### src/mif_pkg.sv
// shared types, widths and helpers for the pointer inertia filter
package mif_pkg;

    localparam int MUL_A_W  = 48;
    localparam int MUL_B_W  = 16;
    localparam int MUL_P_W  = 64;
    localparam int MUL_CNT_W = $clog2(MUL_B_W);

    localparam int SQ_IN_W  = 50;
    localparam int SQ_OUT_W = SQ_IN_W / 2;
    localparam int SQ_REM_W = SQ_OUT_W + 2;
    localparam int SQ_CNT_W = $clog2(SQ_OUT_W);

    localparam int DIV_N_W   = 38;
    localparam int DIV_D_W   = 25;
    localparam int DIV_Q_W   = 15;
    localparam int DIV_CNT_W = $clog2(DIV_N_W);

    localparam logic [15:0] SPEED_FACTOR_RST = 16'd256;
    localparam logic [15:0] DECEL_RST        = 16'd256;

    localparam logic CFG_SPEED_FACTOR = 1'b0;
    localparam logic CFG_DECELERATION = 1'b1;

    typedef enum logic [12:0] {
        S_IDLE     = 13'b0000000000001,
        S_MUL_AX   = 13'b0000000000010,
        S_MUL_AY   = 13'b0000000000100,
        S_SQRT     = 13'b0000000001000,
        S_DIV_X    = 13'b0000000010000,
        S_DIV_Y    = 13'b0000000100000,
        S_MUL_CAND = 13'b0000001000000,
        S_MUL_LOSS = 13'b0000010000000,
        S_MUL_MX   = 13'b0000100000000,
        S_MUL_DX   = 13'b0001000000000,
        S_MUL_MY   = 13'b0010000000000,
        S_MUL_DY   = 13'b0100000000000,
        S_DONE     = 13'b1000000000000
    } t_state;

    // signed saturation of a magnitude to a 32-bit two's complement value
    function automatic logic [31:0] sat_out(input logic neg, input logic [47:0] mag);
        logic [31:0] res;
        if (!neg) begin
            if (mag > 48'h0000_7FFF_FFFF) res = 32'h7FFF_FFFF;
            else res = mag[31:0];
        end else begin
            if (mag > 48'h0000_8000_0000) res = 32'h8000_0000;
            else res = 32'h0 - mag[31:0];
        end
        return res;
    endfunction

endpackage

### src/mif_mul.sv
// bit-serial shift-and-add multiplier, one multiplier bit per cycle
module mif_mul (
    input  logic                          i_clk,
    input  logic                          i_rst_n,
    input  logic                          i_start,
    input  logic [mif_pkg::MUL_A_W-1:0]   i_a,
    input  logic [mif_pkg::MUL_B_W-1:0]   i_b,
    output logic [mif_pkg::MUL_P_W-1:0]   o_p,
    output logic                          o_done
);
    logic [mif_pkg::MUL_P_W-1:0]   r_acc;
    logic [mif_pkg::MUL_P_W-1:0]   r_a;
    logic [mif_pkg::MUL_B_W-1:0]   r_b;
    logic [mif_pkg::MUL_CNT_W-1:0] r_cnt;
    logic                          r_busy;
    logic                          r_done;

    always_ff @(posedge i_clk) begin
        if (!i_rst_n) begin
            r_busy <= 1'b0;
            r_done <= 1'b0;
        end else begin
            r_done <= 1'b0;
            if (i_start) begin
                r_busy <= 1'b1;
            end else if (r_busy && r_cnt == mif_pkg::MUL_CNT_W'(mif_pkg::MUL_B_W - 1)) begin
                r_busy <= 1'b0;
                r_done <= 1'b1;
            end
        end
    end

    always_ff @(posedge i_clk) begin
        if (i_start) begin
            r_acc <= '0;
            r_a   <= mif_pkg::MUL_P_W'(i_a);
            r_b   <= i_b;
            r_cnt <= '0;
        end else if (r_busy) begin
            if (r_b[0]) r_acc <= r_acc + r_a;
            r_a   <= r_a << 1;
            r_b   <= r_b >> 1;
            r_cnt <= r_cnt + 1'b1;
        end
    end

    assign o_p    = r_acc;
    assign o_done = r_done;
endmodule

### src/mif_sqrt.sv
// digit-serial integer square root, one result bit per cycle
module mif_sqrt (
    input  logic                          i_clk,
    input  logic                          i_rst_n,
    input  logic                          i_start,
    input  logic [mif_pkg::SQ_IN_W-1:0]   i_n,
    output logic [mif_pkg::SQ_OUT_W-1:0]  o_root,
    output logic                          o_done
);
    logic [mif_pkg::SQ_IN_W-1:0]  r_n;
    logic [mif_pkg::SQ_REM_W-1:0] r_rem;
    logic [mif_pkg::SQ_OUT_W-1:0] r_root;
    logic [mif_pkg::SQ_CNT_W-1:0] r_cnt;
    logic                         r_busy;
    logic                         r_done;
    logic [mif_pkg::SQ_REM_W+1:0] w_part;
    logic [mif_pkg::SQ_REM_W+1:0] w_trial;
    logic                         w_ge;

    assign w_part  = {r_rem, r_n[mif_pkg::SQ_IN_W-1 -: 2]};
    assign w_trial = {2'b00, r_root, 2'b01};
    assign w_ge    = (w_part >= w_trial);

    always_ff @(posedge i_clk) begin
        if (!i_rst_n) begin
            r_busy <= 1'b0;
            r_done <= 1'b0;
        end else begin
            r_done <= 1'b0;
            if (i_start) begin
                r_busy <= 1'b1;
            end else if (r_busy && r_cnt == mif_pkg::SQ_CNT_W'(mif_pkg::SQ_OUT_W - 1)) begin
                r_busy <= 1'b0;
                r_done <= 1'b1;
            end
        end
    end

    always_ff @(posedge i_clk) begin
        if (i_start) begin
            r_n    <= i_n;
            r_rem  <= '0;
            r_root <= '0;
            r_cnt  <= '0;
        end else if (r_busy) begin
            r_n <= r_n << 2;
            if (w_ge) begin
                r_rem  <= mif_pkg::SQ_REM_W'(w_part - w_trial);
                r_root <= {r_root[mif_pkg::SQ_OUT_W-2:0], 1'b1};
            end else begin
                r_rem  <= mif_pkg::SQ_REM_W'(w_part);
                r_root <= {r_root[mif_pkg::SQ_OUT_W-2:0], 1'b0};
            end
            r_cnt <= r_cnt + 1'b1;
        end
    end

    assign o_root = r_root;
    assign o_done = r_done;
endmodule

### src/mif_div.sv
// restoring divider, one quotient bit per cycle
module mif_div (
    input  logic                          i_clk,
    input  logic                          i_rst_n,
    input  logic                          i_start,
    input  logic [mif_pkg::DIV_N_W-1:0]   i_n,
    input  logic [mif_pkg::DIV_D_W-1:0]   i_d,
    output logic [mif_pkg::DIV_Q_W-1:0]   o_q,
    output logic                          o_done
);
    logic [mif_pkg::DIV_N_W-1:0]   r_n;
    logic [mif_pkg::DIV_D_W-1:0]   r_d;
    logic [mif_pkg::DIV_D_W-1:0]   r_rem;
    logic [mif_pkg::DIV_Q_W-1:0]   r_q;
    logic [mif_pkg::DIV_CNT_W-1:0] r_cnt;
    logic                          r_busy;
    logic                          r_done;
    logic [mif_pkg::DIV_D_W:0]     w_part;
    logic                          w_ge;

    assign w_part = {r_rem, r_n[mif_pkg::DIV_N_W-1]};
    assign w_ge   = (w_part >= {1'b0, r_d});

    always_ff @(posedge i_clk) begin
        if (!i_rst_n) begin
            r_busy <= 1'b0;
            r_done <= 1'b0;
        end else begin
            r_done <= 1'b0;
            if (i_start) begin
                r_busy <= 1'b1;
            end else if (r_busy && r_cnt == mif_pkg::DIV_CNT_W'(mif_pkg::DIV_N_W - 1)) begin
                r_busy <= 1'b0;
                r_done <= 1'b1;
            end
        end
    end

    always_ff @(posedge i_clk) begin
        if (i_start) begin
            r_n   <= i_n;
            r_d   <= i_d;
            r_rem <= '0;
            r_q   <= '0;
            r_cnt <= '0;
        end else if (r_busy) begin
            r_n <= r_n << 1;
            if (w_ge) r_rem <= mif_pkg::DIV_D_W'(w_part - {1'b0, r_d});
            else r_rem <= mif_pkg::DIV_D_W'(w_part);
            r_q   <= {r_q[mif_pkg::DIV_Q_W-2:0], w_ge};
            r_cnt <= r_cnt + 1'b1;
        end
    end

    assign o_q    = r_q;
    assign o_done = r_done;
endmodule

### src/mouse_inertia_filter.sv
// top level of the pointer inertia filter: sequencer, state and output register
// Pointer inertia filter. Each transfer brings a position and a time step; the
// first one after reset only records the position and returns zero movement,
// with the result passed from the hand-over step to the output register. A
// moving item uses seven products on a shared bit-serial multiplier (two
// squares, the speed candidate and four output products), a bit-serial square
// root and two restoring divisions for the unit direction. A still item uses
// the speed loss and two output product pairs on the multiplier. One item is
// in work at a time; the input is ready again once the result sits in the
// output register, so the next item is taken while the previous result still
// waits. Configuration writes apply at once and are meant to happen while the
// block is idle.
module mouse_inertia_filter (
    input  logic               i_clk,
    input  logic               i_rst_n,
    input  logic               i_in_valid,
    output logic               o_in_ready,
    input  logic signed [15:0] i_pos_x,
    input  logic signed [15:0] i_pos_y,
    input  logic        [15:0] i_time_step,
    output logic               o_out_valid,
    input  logic               i_out_ready,
    output logic signed [31:0] o_move_x,
    output logic signed [31:0] o_move_y,
    input  logic               i_cfg_we,
    input  logic               i_cfg_idx,
    input  logic        [15:0] i_cfg_data
);
    mif_pkg::t_state r_state;
    logic            r_launch;

    // configuration
    logic [15:0] r_speed_factor;
    logic [15:0] r_decel;

    // filter state
    logic signed [15:0] r_last_x;
    logic signed [15:0] r_last_y;
    logic               r_primed;
    logic signed [15:0] r_dir_x;
    logic signed [15:0] r_dir_y;
    logic [31:0]        r_speed;

    // per item working registers
    logic [15:0] r_ax;
    logic [15:0] r_ay;
    logic        r_negx;
    logic        r_negy;
    logic [15:0] r_dt;
    logic        r_moving;
    logic [32:0] r_sq;
    logic [mif_pkg::SQ_OUT_W-1:0] r_len;
    logic [47:0] r_prod;
    logic [31:0] r_res_x;
    logic [31:0] r_res_y;

    // output register
    logic        r_out_valid;
    logic [31:0] r_move_x;
    logic [31:0] r_move_y;

    logic w_accept;
    logic signed [16:0] w_dx;
    logic signed [16:0] w_dy;

    logic [mif_pkg::MUL_A_W-1:0] w_mul_a;
    logic [mif_pkg::MUL_B_W-1:0] w_mul_b;
    logic [mif_pkg::MUL_P_W-1:0] w_mul_p;
    logic                        w_mul_done;
    logic                        w_mul_start;
    logic [mif_pkg::SQ_OUT_W-1:0] w_root;
    logic                         w_sq_done;
    logic                         w_sq_start;
    logic [mif_pkg::DIV_N_W-1:0]  w_div_n;
    logic [mif_pkg::DIV_Q_W-1:0]  w_div_q;
    logic                         w_div_done;
    logic                         w_div_start;

    logic [15:0] w_dirmag_x;
    logic [15:0] w_dirmag_y;
    logic [32:0] w_cand;
    logic [31:0] w_cand_sat;
    logic [15:0] w_loss;
    logic [31:0] w_still_speed;
    logic [31:0] w_still_lim;
    logic [47:0] w_shifted;
    logic [15:0] w_q16;

    assign w_accept   = i_in_valid && o_in_ready;
    assign o_in_ready = (r_state == mif_pkg::S_IDLE);

    assign w_dx = 17'(r_last_x) - 17'(i_pos_x);
    assign w_dy = 17'(r_last_y) - 17'(i_pos_y);

    assign w_dirmag_x = r_dir_x[15] ? 16'(-r_dir_x) : r_dir_x;
    assign w_dirmag_y = r_dir_y[15] ? 16'(-r_dir_y) : r_dir_y;

    // operand selection for the shared multiplier
    always_comb begin
        w_mul_a = '0;
        w_mul_b = '0;
        case (r_state)
            mif_pkg::S_MUL_AX: begin
                w_mul_a = 48'(r_ax);
                w_mul_b = r_ax;
            end
            mif_pkg::S_MUL_AY: begin
                w_mul_a = 48'(r_ay);
                w_mul_b = r_ay;
            end
            mif_pkg::S_MUL_CAND: begin
                w_mul_a = 48'(r_len);
                w_mul_b = r_speed_factor;
            end
            mif_pkg::S_MUL_LOSS: begin
                w_mul_a = 48'(r_decel);
                w_mul_b = r_dt;
            end
            mif_pkg::S_MUL_MX: begin
                w_mul_a = 48'(r_speed);
                w_mul_b = r_moving ? r_ax : w_dirmag_x;
            end
            mif_pkg::S_MUL_MY: begin
                w_mul_a = 48'(r_speed);
                w_mul_b = r_moving ? r_ay : w_dirmag_y;
            end
            mif_pkg::S_MUL_DX, mif_pkg::S_MUL_DY: begin
                w_mul_a = r_prod;
                w_mul_b = r_dt;
            end
            default: begin
                w_mul_a = '0;
                w_mul_b = '0;
            end
        endcase
    end

    assign w_sq_start  = r_launch && (r_state == mif_pkg::S_SQRT);
    assign w_div_start = r_launch && (r_state == mif_pkg::S_DIV_X || r_state == mif_pkg::S_DIV_Y);
    assign w_mul_start = r_launch && !w_sq_start && !w_div_start;
    assign w_div_n     = (r_state == mif_pkg::S_DIV_Y) ? {r_ay, 22'b0} : {r_ax, 22'b0};

    mif_mul u_mul (
        .i_clk   (i_clk),
        .i_rst_n (i_rst_n),
        .i_start (w_mul_start),
        .i_a     (w_mul_a),
        .i_b     (w_mul_b),
        .o_p     (w_mul_p),
        .o_done  (w_mul_done)
    );

    mif_sqrt u_sqrt (
        .i_clk   (i_clk),
        .i_rst_n (i_rst_n),
        .i_start (w_sq_start),
        .i_n     ({1'b0, r_sq, 16'b0}),
        .o_root  (w_root),
        .o_done  (w_sq_done)
    );

    mif_div u_div (
        .i_clk   (i_clk),
        .i_rst_n (i_rst_n),
        .i_start (w_div_start),
        .i_n     (w_div_n),
        .i_d     (r_len),
        .o_q     (w_div_q),
        .o_done  (w_div_done)
    );

    // speed candidate while moving, saturated to 32 bits
    assign w_cand     = w_mul_p[40:8];
    assign w_cand_sat = w_cand[32] ? 32'hFFFF_FFFF : w_cand[31:0];

    // speed while still: lose, floor at zero, cap at the gain
    assign w_loss        = w_mul_p[31:16];
    assign w_still_speed = (r_speed > 32'(w_loss)) ? r_speed - 32'(w_loss) : 32'h0;
    assign w_still_lim   = (w_still_speed > 32'(r_speed_factor)) ? 32'(r_speed_factor)
                                                                 : w_still_speed;

    // output scaling differs: delta is integer, direction is Q1.14
    assign w_shifted = r_moving ? w_mul_p[63:16] : 48'(w_mul_p[63:30]);
    assign w_q16     = 16'(w_div_q);

    always_ff @(posedge i_clk) begin
        if (!i_rst_n) begin
            r_state        <= mif_pkg::S_IDLE;
            r_launch       <= 1'b0;
            r_speed_factor <= mif_pkg::SPEED_FACTOR_RST;
            r_decel        <= mif_pkg::DECEL_RST;
            r_last_x       <= '0;
            r_last_y       <= '0;
            r_primed       <= 1'b0;
            r_dir_x        <= '0;
            r_dir_y        <= '0;
            r_speed        <= '0;
            r_out_valid    <= 1'b0;
        end else begin
            r_launch <= 1'b0;

            if (i_cfg_we) begin
                case (i_cfg_idx)
                    mif_pkg::CFG_SPEED_FACTOR: r_speed_factor <= i_cfg_data;
                    mif_pkg::CFG_DECELERATION: r_decel        <= i_cfg_data;
                    default: ;
                endcase
            end

            if (r_out_valid && i_out_ready) r_out_valid <= 1'b0;

            case (r_state)
                mif_pkg::S_IDLE: begin
                    if (w_accept) begin
                        r_last_x <= i_pos_x;
                        r_last_y <= i_pos_y;
                        r_primed <= 1'b1;
                        r_dt     <= i_time_step;
                        r_ax     <= w_dx[16] ? 16'(-w_dx) : w_dx[15:0];
                        r_ay     <= w_dy[16] ? 16'(-w_dy) : w_dy[15:0];
                        r_negx   <= w_dx[16];
                        r_negy   <= w_dy[16];
                        r_moving <= (w_dx != 17'sd0) || (w_dy != 17'sd0);
                        if (!r_primed) begin
                            // first item only records the position
                            r_res_x <= '0;
                            r_res_y <= '0;
                            r_state <= mif_pkg::S_DONE;
                        end else if ((w_dx != 17'sd0) || (w_dy != 17'sd0)) begin
                            r_state  <= mif_pkg::S_MUL_AX;
                            r_launch <= 1'b1;
                        end else begin
                            r_state  <= mif_pkg::S_MUL_LOSS;
                            r_launch <= 1'b1;
                        end
                    end
                end
                mif_pkg::S_MUL_AX: begin
                    if (w_mul_done) begin
                        r_sq     <= 33'(w_mul_p[31:0]);
                        r_state  <= mif_pkg::S_MUL_AY;
                        r_launch <= 1'b1;
                    end
                end
                mif_pkg::S_MUL_AY: begin
                    if (w_mul_done) begin
                        r_sq     <= r_sq + 33'(w_mul_p[31:0]);
                        r_state  <= mif_pkg::S_SQRT;
                        r_launch <= 1'b1;
                    end
                end
                mif_pkg::S_SQRT: begin
                    if (w_sq_done) begin
                        r_len    <= w_root;
                        r_state  <= mif_pkg::S_DIV_X;
                        r_launch <= 1'b1;
                    end
                end
                mif_pkg::S_DIV_X: begin
                    if (w_div_done) begin
                        r_dir_x  <= r_negx ? 16'(-w_q16) : w_q16;
                        r_state  <= mif_pkg::S_DIV_Y;
                        r_launch <= 1'b1;
                    end
                end
                mif_pkg::S_DIV_Y: begin
                    if (w_div_done) begin
                        r_dir_y  <= r_negy ? 16'(-w_q16) : w_q16;
                        r_state  <= mif_pkg::S_MUL_CAND;
                        r_launch <= 1'b1;
                    end
                end
                mif_pkg::S_MUL_CAND: begin
                    if (w_mul_done) begin
                        if (w_cand_sat > r_speed) r_speed <= w_cand_sat;
                        r_state  <= mif_pkg::S_MUL_MX;
                        r_launch <= 1'b1;
                    end
                end
                mif_pkg::S_MUL_LOSS: begin
                    if (w_mul_done) begin
                        r_speed  <= w_still_lim;
                        r_state  <= mif_pkg::S_MUL_MX;
                        r_launch <= 1'b1;
                    end
                end
                mif_pkg::S_MUL_MX: begin
                    if (w_mul_done) begin
                        r_prod   <= w_mul_p[47:0];
                        r_state  <= mif_pkg::S_MUL_DX;
                        r_launch <= 1'b1;
                    end
                end
                mif_pkg::S_MUL_DX: begin
                    if (w_mul_done) begin
                        r_res_x  <= mif_pkg::sat_out(r_moving ? r_negx : r_dir_x[15], w_shifted);
                        r_state  <= mif_pkg::S_MUL_MY;
                        r_launch <= 1'b1;
                    end
                end
                mif_pkg::S_MUL_MY: begin
                    if (w_mul_done) begin
                        r_prod   <= w_mul_p[47:0];
                        r_state  <= mif_pkg::S_MUL_DY;
                        r_launch <= 1'b1;
                    end
                end
                mif_pkg::S_MUL_DY: begin
                    if (w_mul_done) begin
                        r_res_y <= mif_pkg::sat_out(r_moving ? r_negy : r_dir_y[15], w_shifted);
                        r_state <= mif_pkg::S_DONE;
                    end
                end
                mif_pkg::S_DONE: begin
                    // hand over once the output register is free or being emptied
                    if (!r_out_valid || i_out_ready) begin
                        r_out_valid <= 1'b1;
                        r_move_x    <= r_res_x;
                        r_move_y    <= r_res_y;
                        r_state     <= mif_pkg::S_IDLE;
                    end
                end
                default: r_state <= mif_pkg::S_IDLE;
            endcase
        end
    end

    assign o_out_valid = r_out_valid;
    assign o_move_x    = r_move_x;
    assign o_move_y    = r_move_y;

    // an accepted item holds off the next one
    a_busy_after_accept: assert property (@(posedge i_clk) disable iff (!i_rst_n)
        w_accept |=> !o_in_ready)
        else $error("input ready straight after a transfer");

    // a new result appears only as the sequencer leaves its hand-over step
    a_result_from_done: assert property (@(posedge i_clk) disable iff (!i_rst_n)
        (!o_out_valid ##1 o_out_valid) |-> $past(r_state == mif_pkg::S_DONE))
        else $error("result without hand-over");

    // the unit direction never exceeds one in Q1.14
    a_dir_bound: assert property (@(posedge i_clk) disable iff (!i_rst_n)
        (r_dir_x >= -16'sd16384) && (r_dir_x <= 16'sd16384)
        && (r_dir_y >= -16'sd16384) && (r_dir_y <= 16'sd16384))
        else $error("direction out of range");

    // multiplier results arrive only in a multiply step
    a_mul_done_state: assert property (@(posedge i_clk) disable iff (!i_rst_n)
        w_mul_done |-> (r_state == mif_pkg::S_MUL_AX || r_state == mif_pkg::S_MUL_AY
            || r_state == mif_pkg::S_MUL_CAND || r_state == mif_pkg::S_MUL_LOSS
            || r_state == mif_pkg::S_MUL_MX || r_state == mif_pkg::S_MUL_DX
            || r_state == mif_pkg::S_MUL_MY || r_state == mif_pkg::S_MUL_DY))
        else $error("multiplier finished outside a multiply step");
endmodule
### config.mk
export PLATFORM = sky130hd
export DESIGN_NAME = mouse_inertia_filter
export DESIGN_NICKNAME = d
export VERILOG_FILES = /design/src/mif_pkg.sv /design/src/mif_mul.sv /design/src/mif_sqrt.sv /design/src/mif_div.sv /design/src/mouse_inertia_filter.sv
export SDC_FILE = /design/constraint.sdc
export NUM_CORES = 2
export LEC_CHECK = 0
export BUFFER_PORTS_ARGS = -buffer_cell sky130_fd_sc_hd__buf_4
export CELL_PAD_IN_SITES_DETAIL_PLACEMENT = 1
export CELL_PAD_IN_SITES_GLOBAL_PLACEMENT = 2
export CORE_UTILIZATION = 44
export DETAILED_ROUTE_END_ITERATION = 8
export PLACE_DENSITY_LB_ADDON = 0.1
export RECOVER_POWER = 100
export SETUP_SLACK_MARGIN = 0.3
export SYNTH_ARGS = -nofsm -noshare
export SYNTH_HDL_FRONTEND = slang
export SYNTH_SLANG_ARGS = --single-unit
### constraint.sdc
create_clock -name i_clk -period 11.05 [get_ports i_clk]
set_input_delay 0.5525 -clock i_clk [delete_from_list [all_inputs] [get_ports i_clk]]
set_output_delay 0.5525 -clock i_clk [all_outputs]
set_load 0.005 [all_outputs]
# Yosys cells after proc, flatten, opt, wreduce, memory -nomap -nowiden
# Index checks and enable logic that the tools add are counted.
[word_totals] register_bits=783 mem_bits_rw=0 mem_bits_ro=0 in_bits=70 output_inout_bits=66 latch_bits=0 mem_count=0 elab_cells=231
[op_classes] n_reduce_logical=51 shifts=0 div=0 bitwise_logic=2 eq_ne=32 mul=0 magnitude_cmp=7 n_addsub=16 mux=78
[ops] operator="two-way mux 32 bit" count=14
[ops] operator="case mux 48 bit (6 select lines)" count=1
[ops] operator="case mux 32 bit (2 select lines)" count=3
[ops] operator="two-way mux 13 bit" count=13
[ops] operator="two-way mux 16 bit" count=10
[ops] operator="case mux 13 bit (12 select lines)" count=1
[ops] operator="two-way mux 48 bit" count=3
[ops] operator="two-way mux 38 bit" count=3
[ops] operator="two-way mux 49 bit" count=2
[ops] operator="case mux 16 bit (6 select lines)" count=1
[ops] operator="two-way mux 33 bit" count=2
[ops] operator="case mux 33 bit (2 select lines)" count=1
[ops] operator="adder 64 bit" count=1
[ops] operator="greater-than comparator 32 x 16 -> 1 bit" count=2
[ops] operator="negator 16 bit" count=4
[ops] operator="greater-than comparator 48 x 31 -> 1 bit (second input constant)" count=1
[ops] operator="greater-than comparator 48 x 32 -> 1 bit (second input constant)" count=1
[ops] operator="nonzero test 17 bit" count=2
[ops] operator="subtractor 16 x 16 -> 17 bit" count=2
[ops] operator="adder 33 x 32 -> 33 bit" count=1
[ops] operator="greater-than comparator 32 bit" count=1
[ops] operator="subtractor 1 x 32 -> 32 bit (first input constant)" count=1
[ops] operator="subtractor 32 x 16 -> 32 bit" count=1
[ops] operator="greater-or-equal comparator 29 x 27 -> 1 bit" count=1
[ops] operator="other kinds (43)" count=114

# Depth between registers and ports, before layout
[logic_depth] depth_word=7 ltp_mapped=26 mapped_depth_nobuf=24

# Hierarchy
# From an unflattened synthesis, not the netlist that was laid out.
[hier_totals] hier_cells=5011 area_unflattened_um2=47695.7
[modules_own_cells] mod="mouse_inertia_filter" seq_area_each_um2=11441.0 area_each_um2=26794.4 instances=1 cells_per_inst=2923
[modules_own_cells] mod="mif_mul" seq_area_each_um2=3643.5 area_each_um2=9261.4 instances=1 cells_per_inst=1004
[modules_own_cells] mod="mif_sqrt" seq_area_each_um2=2682.6 area_each_um2=5894.4 instances=1 cells_per_inst=558
[modules_own_cells] mod="mif_div" seq_area_each_um2=2852.7 area_each_um2=5745.5 instances=1 cells_per_inst=526

# Worst setup path after synthesis
# OpenSTA, ideal clock, no wires.
[synth_timing] path_type="flip-flop to flip-flop" start="register u_mul.r_acc (netlist bit u_mul.o_p[23])" end="register r_speed[10]" setup_slack_ps=5840 required_ps=10931 path_stages_with_launch=25 period_less_slack_ps=5210 arrival_ps=5091 path_buffers=3 setup_ps=119 cell_sequence="dfxtp_1 > clkbuf_1 > inv_1 > ha_1 > a21o_1 > a311oi_2 > o211ai_2 > a21oi_2 > o221a_2 > o211a_1 > clkbuf_1 > nor2_1 > ha_1 > a21o_1 > a21o_1 > a21oi_1 > o21a_1 > o211ai_1 > nand2_1 > nand3_1 > or4b_1 > o32a_4 > buf_6 > a221oi_2 > nor2_1"
[synth_between] elab_chain_cells=6 word_cells_on_any_way=11 cone_classes="1 x add/sub; 3 x order compare; 1 x eq/ne; 5 x mux; 1 x reduce/logical"
[synth_lines] item="from (decl)" line_no="mif_mul.sv:11" source="logic [mif_pkg::MUL_P_W-1:0] r_acc;"
[synth_lines] item="from (signal assigned)" line_no="mif_mul.sv:40" source="if (r_b[0]) r_acc <= r_acc + r_a;"
[synth_lines] item="subtractor 32 x 16 -> 32 bit or greater-than comparator 32 x 16 -> 1 bit (tied branches)" line_no="mouse_inertia_filter.sv:178" source="assign w_still_speed = (r_speed > 32'(w_loss)) ? r_speed - 32'(w_loss) : 32'h0;"
[synth_lines] item="two-way mux 32 bit" line_no="mouse_inertia_filter.sv:178"
[synth_lines] item="greater-than comparator 32 x 16 -> 1 bit" line_no="mouse_inertia_filter.sv:179" source="assign w_still_lim = (w_still_speed > 32'(r_speed_factor)) ? 32'(r_speed_factor)"
[synth_lines] item="two-way mux 32 bit" line_no="mouse_inertia_filter.sv:179"
[synth_lines] item="two-way mux 32 bit" line_no="mouse_inertia_filter.sv:281" source="if (w_mul_done) begin"
[synth_lines] item="case mux 32 bit (2 select lines)" line_no="mouse_inertia_filter.sv:212" source="case (r_state)"
[synth_lines] item="to (signal assigned)" line_no="mouse_inertia_filter.sv:275" source="if (w_cand_sat > r_speed) r_speed <= w_cand_sat;"
[synth_lines] item="to (signal assigned)" line_no="mouse_inertia_filter.sv:282" source="r_speed <= w_still_lim;"
[synth_lines] item="to (decl)" line_no="mouse_inertia_filter.sv:42" source="logic [31:0] r_speed;"
# Several ways; a longest one is shown, not always the timed one. The select of a mux whose other input is x is not followed.
# A chain may end at the register's enable or synchronous reset.

# Final worst setup path
[layout_timing] start="register r_state[10]" end="register u_mul.r_a[12] (netlist bit), data pin"
[layout_between] elab_chain_cells=6 word_cells_on_any_way=22 cone_classes="11 x eq/ne; 2 x mux; 9 x reduce/logical"
[layout_lines] item="from (decl)" line_no="mouse_inertia_filter.sv:29" source="mif_pkg::t_state r_state;"
[layout_lines] item="from (signal assigned)" line_no="mouse_inertia_filter.sv:188" source="r_state <= mif_pkg::S_IDLE;"
[layout_lines] item="from (signal assigned)" line_no="mouse_inertia_filter.sv:228" source="r_state <= mif_pkg::S_DONE;"
[layout_lines] item="from (signal assigned)" line_no="mouse_inertia_filter.sv:230" source="r_state <= mif_pkg::S_MUL_AX;"
[layout_lines] item="parallel branches: the longest is 5 deep, another holds case mux 48 bit (6 select lines)"
[layout_lines] item="two-way mux 48 bit (*)" line_no="mif_mul.sv:34" source="if (i_start) begin"
[layout_lines] item="to (signal assigned)" line_no="mif_mul.sv:36" source="r_a <= mif_pkg::MUL_P_W'(i_a);"
[layout_lines] item="to (signal assigned)" line_no="mif_mul.sv:41" source="r_a <= r_a << 1;"
[layout_lines] item="to (decl)" line_no="mif_mul.sv:12" source="logic [mif_pkg::MUL_P_W-1:0] r_a;"
# Every way passes the cells marked *.

==> results.toml <==
[critical_path]
critPathLaunchType = "flip-flop"
cp.arrival_ps = 8350
critPathMaxFanout = 68
worstSetupEndpointType = "flip-flop"
critPathRequiredTime_ps = 11460
worstSetupPathType = "reg2reg"

[routing]
drt_drc_violations_left = 0
drt_iter0_markers = 3751
vias = 38779
wl_per_cell_um = 25.22
routed_via_density = 5.999
ant_nets = 0
drt_first_pass_iters = 8
wirelength_um = 163100

[synth]
async_flop_share_pct = 0
syn_avg_cell_area_sq_um = 9.108
synth_cell_types = 105
synth_edf_count = 423
ys_ff_latch = 761
synth.largest_area_cell = "edfxtp_1"
ys_top_cells_by_count = "nand2_1, edfxtp_1, nor2_1"
ys_warn_count = 0
ys_top_cells_by_area = "edfxtp_1, dfxtp_1, ha_1"
ys.flop_type = "edfxtp_1"
synth.top_cell.area_share_pct = 27.92
synth_most_common_cell = "nand2_1"
seq_area_frac_synth_pct = 42.79
synth_nets = 5326
netlist_area_sq_mm = 0.04550
netlist_instances = 4996

[cells_and_area]
drive_gt1_share_pct = 7.478
nNetsFinal = 5352
regArea_sq_mm = 0.01947
fillers = 11854
multi_input_area_sq_mm = 0.02408
syn_to_final_growth_pct = 10.56

[sta]
timing.fmax_mhz = 126.0
hold_violations = 0
skew_ps = 31.60
finalSetupTns_ps = 0
min_period_over_period_pct = 71.81
slew-limit-headroom_pct = -180.8
slew_violations = 1180
setup_viol = 0
tightestPinTransition_ps = 4212
rsz0062_at_grt = "false"
min_period_ps = 7936
hold_slack_ps = 72.33

[flow_run]
cap_viol_max_count = 28

[outcome]
violations = "capacitance limit, slew limit"
outcome = "complete, but fails checks"

[worst_hold_path]
hold_class = "in2reg"

[clock_network]
path_clk_slew_ps = 60
numCtsBuffers = 90
htree_levels = 3
cts_hold_buffers = 0
cts_tree = "yes"
post_cts_buffers = 0
cts.repair.resized = 0
clock_latency_ps = 680
clock_sinks = 761
clockRootBuffer = "clkbuf_16"
clock_path_buffers = 3

[grt]
grt_max_degree = 72
grt_remaining_overflow = 0
track_usage_pct = 30.76
antenna_found_initial = 13
first_global_vias = 37904
grt_pass1_wl_um = 242700

[power_and_ir_drop]
vdd_drop_max_mv = 0.1335
power_frac_clock_pct = 27.9
p_per_area_mw_per_mm2 = 216.5
power.switching_w = 0.004249
cellLeakagePower_nw = 20.80
switching_share_pct = 39.02
cell_internal_pwr_w = 0.006642
seqPwrFrac_pct = 35.2
power_frac_comb_pct = 36.9

[die]
core_area_sq_mm = 0.1022
initial_utilization_pct = 44.53
die_w_um = 323.6
die_h_um = 323.6
row_count = 117
dieArea_sq_mm = 0.1047
io_pins = 136

[place]
gp_congestion = 0.9225
dp_hpwl_um = 121200
port_buffers = 135
power groups by stage:
stage | Clock (W) | Sequential, W | Combinational, W
after global placement | 0 | 0.00385 | 0.00394
after CTS | 0.00309 | 0.00380 | 0.00402
after detailed placement | 0 | 0.00386 | 0.00399
after global routing | 0.00319 | 0.00386 | 0.00442
after floorplan | 0 | 0.00362 | 0.00291
final | 0.00304 | 0.00384 | 0.00402
state kept, by name, indices dropped and copies added (netlist names), 25 cells and up:
register       cells
r_len             25
r_res_x           32
u_mul.r_a         64
r_speed           32
u_sqrt.r_rem      27
u_div.r_d         25
r_sq              33
u_sqrt.r_n        34
u_mul.o_p         64
r_prod            48
u_sqrt.o_root     25
o_move_x          32
r_res_y           32
o_move_y          32
u_div.r_rem       25
area by class of cell:
cell class,count,area share [%]
flip-flops and latches,761,38.70
clock inverters,50,0.9750
well taps,1368,3.402
multi-input cells,3734,47.86
repair buffers,201,2.432
clock buffers,115,4.870
diodes,1,0.004974
inverters,234,1.746
cells by family (layout without fill, tap and decap cells):
group / Yosys count / in the layout / synth area share [%]
DFF: 761 / 761 / 42.79
xor gates and xnor gates: 248 / 248 / 4.774
buffers and inverters: 501 / 600 / 4.298
and+or+nand+nor: 1721 / 1721 / 17.82
muxes: 162 / 162 / 3.600
AOI/OAI and AO/OA: 1343 / 1343 / 19.47
other: 0 / 1 / 0
adders and majority gates: 260 / 260 / 7.249
worst paths after layout:
kind	slack [ps]	start	to	cells past startpoint
min reg2reg	420	r_res_y[30]	o_move_y[30]	0
max	3110	r_state[10]	u_mul.r_a[12]	10
max reg2reg	3110	r_state[10]	u_mul.r_a[12]	10
min	70	i_time_step[13]	r_dt[13]	1
cells in the final DEF (no fill, tap or decap), types with 138 or more instances in the layout:
cell type / synthesis / routed
nand2_1: 730 / 728
edfxtp_1: 423 / 423
nor2_1: 343 / 342
a21oi_1: 338 / 339
dfxtp_1: 338 / 336
o21ai_0: 317 / 318
ha_1: 254 / 254
inv_1: 233 / 233
mux2i_1: 151 / 151
nand3_1: 138 / 138
critical path, stage by stage, from the launching register on:
cell and delay, ps:
dfxtp_1 370, nor4_1 340, and3_1 250, nand2_1 90, nor3b_1 1480, nor3_1 90, clkbuf_1 250, nand2_1 1380
clkbuf_1 2570, a21oi_1 280, a21o_1 320
layer usage:
metal	GRT usage, %	vias to the layer above	wire [um]
met5	0	-	43
met1	44.58	19270	75820
met3	8.010	191	14750
met4	7.117	6	3089
met2	45.51	1182	69350
li1	-	18130	-
stage by stage:
| stage | worst slack (ps) | instance area [sq um] | total power (W) | cells | util, % |
|---|---|---|---|---|---|
| 4_1_cts | 5052 | 50680 | 0.01092 | 6463 | 49.60 |
| 2_1_floorplan | 5840 | 45500 | 0.006539 | 4996 | - |
| 3_5_place_dp | 5103 | 47740 | 0.007850 | 6298 | 46.72 |
| 6_report | 3114 | 50310 | 0.01089 | 6464 | 49.23 |
| 5_1_grt | 2544 | 50300 | 0.01146 | 6463 | 49.23 |
| 3_3_place_gp | 5182 | 47740 | 0.007792 | 6298 | 46.72 |
Note: power is estimated with default switching activity, not from simulation.
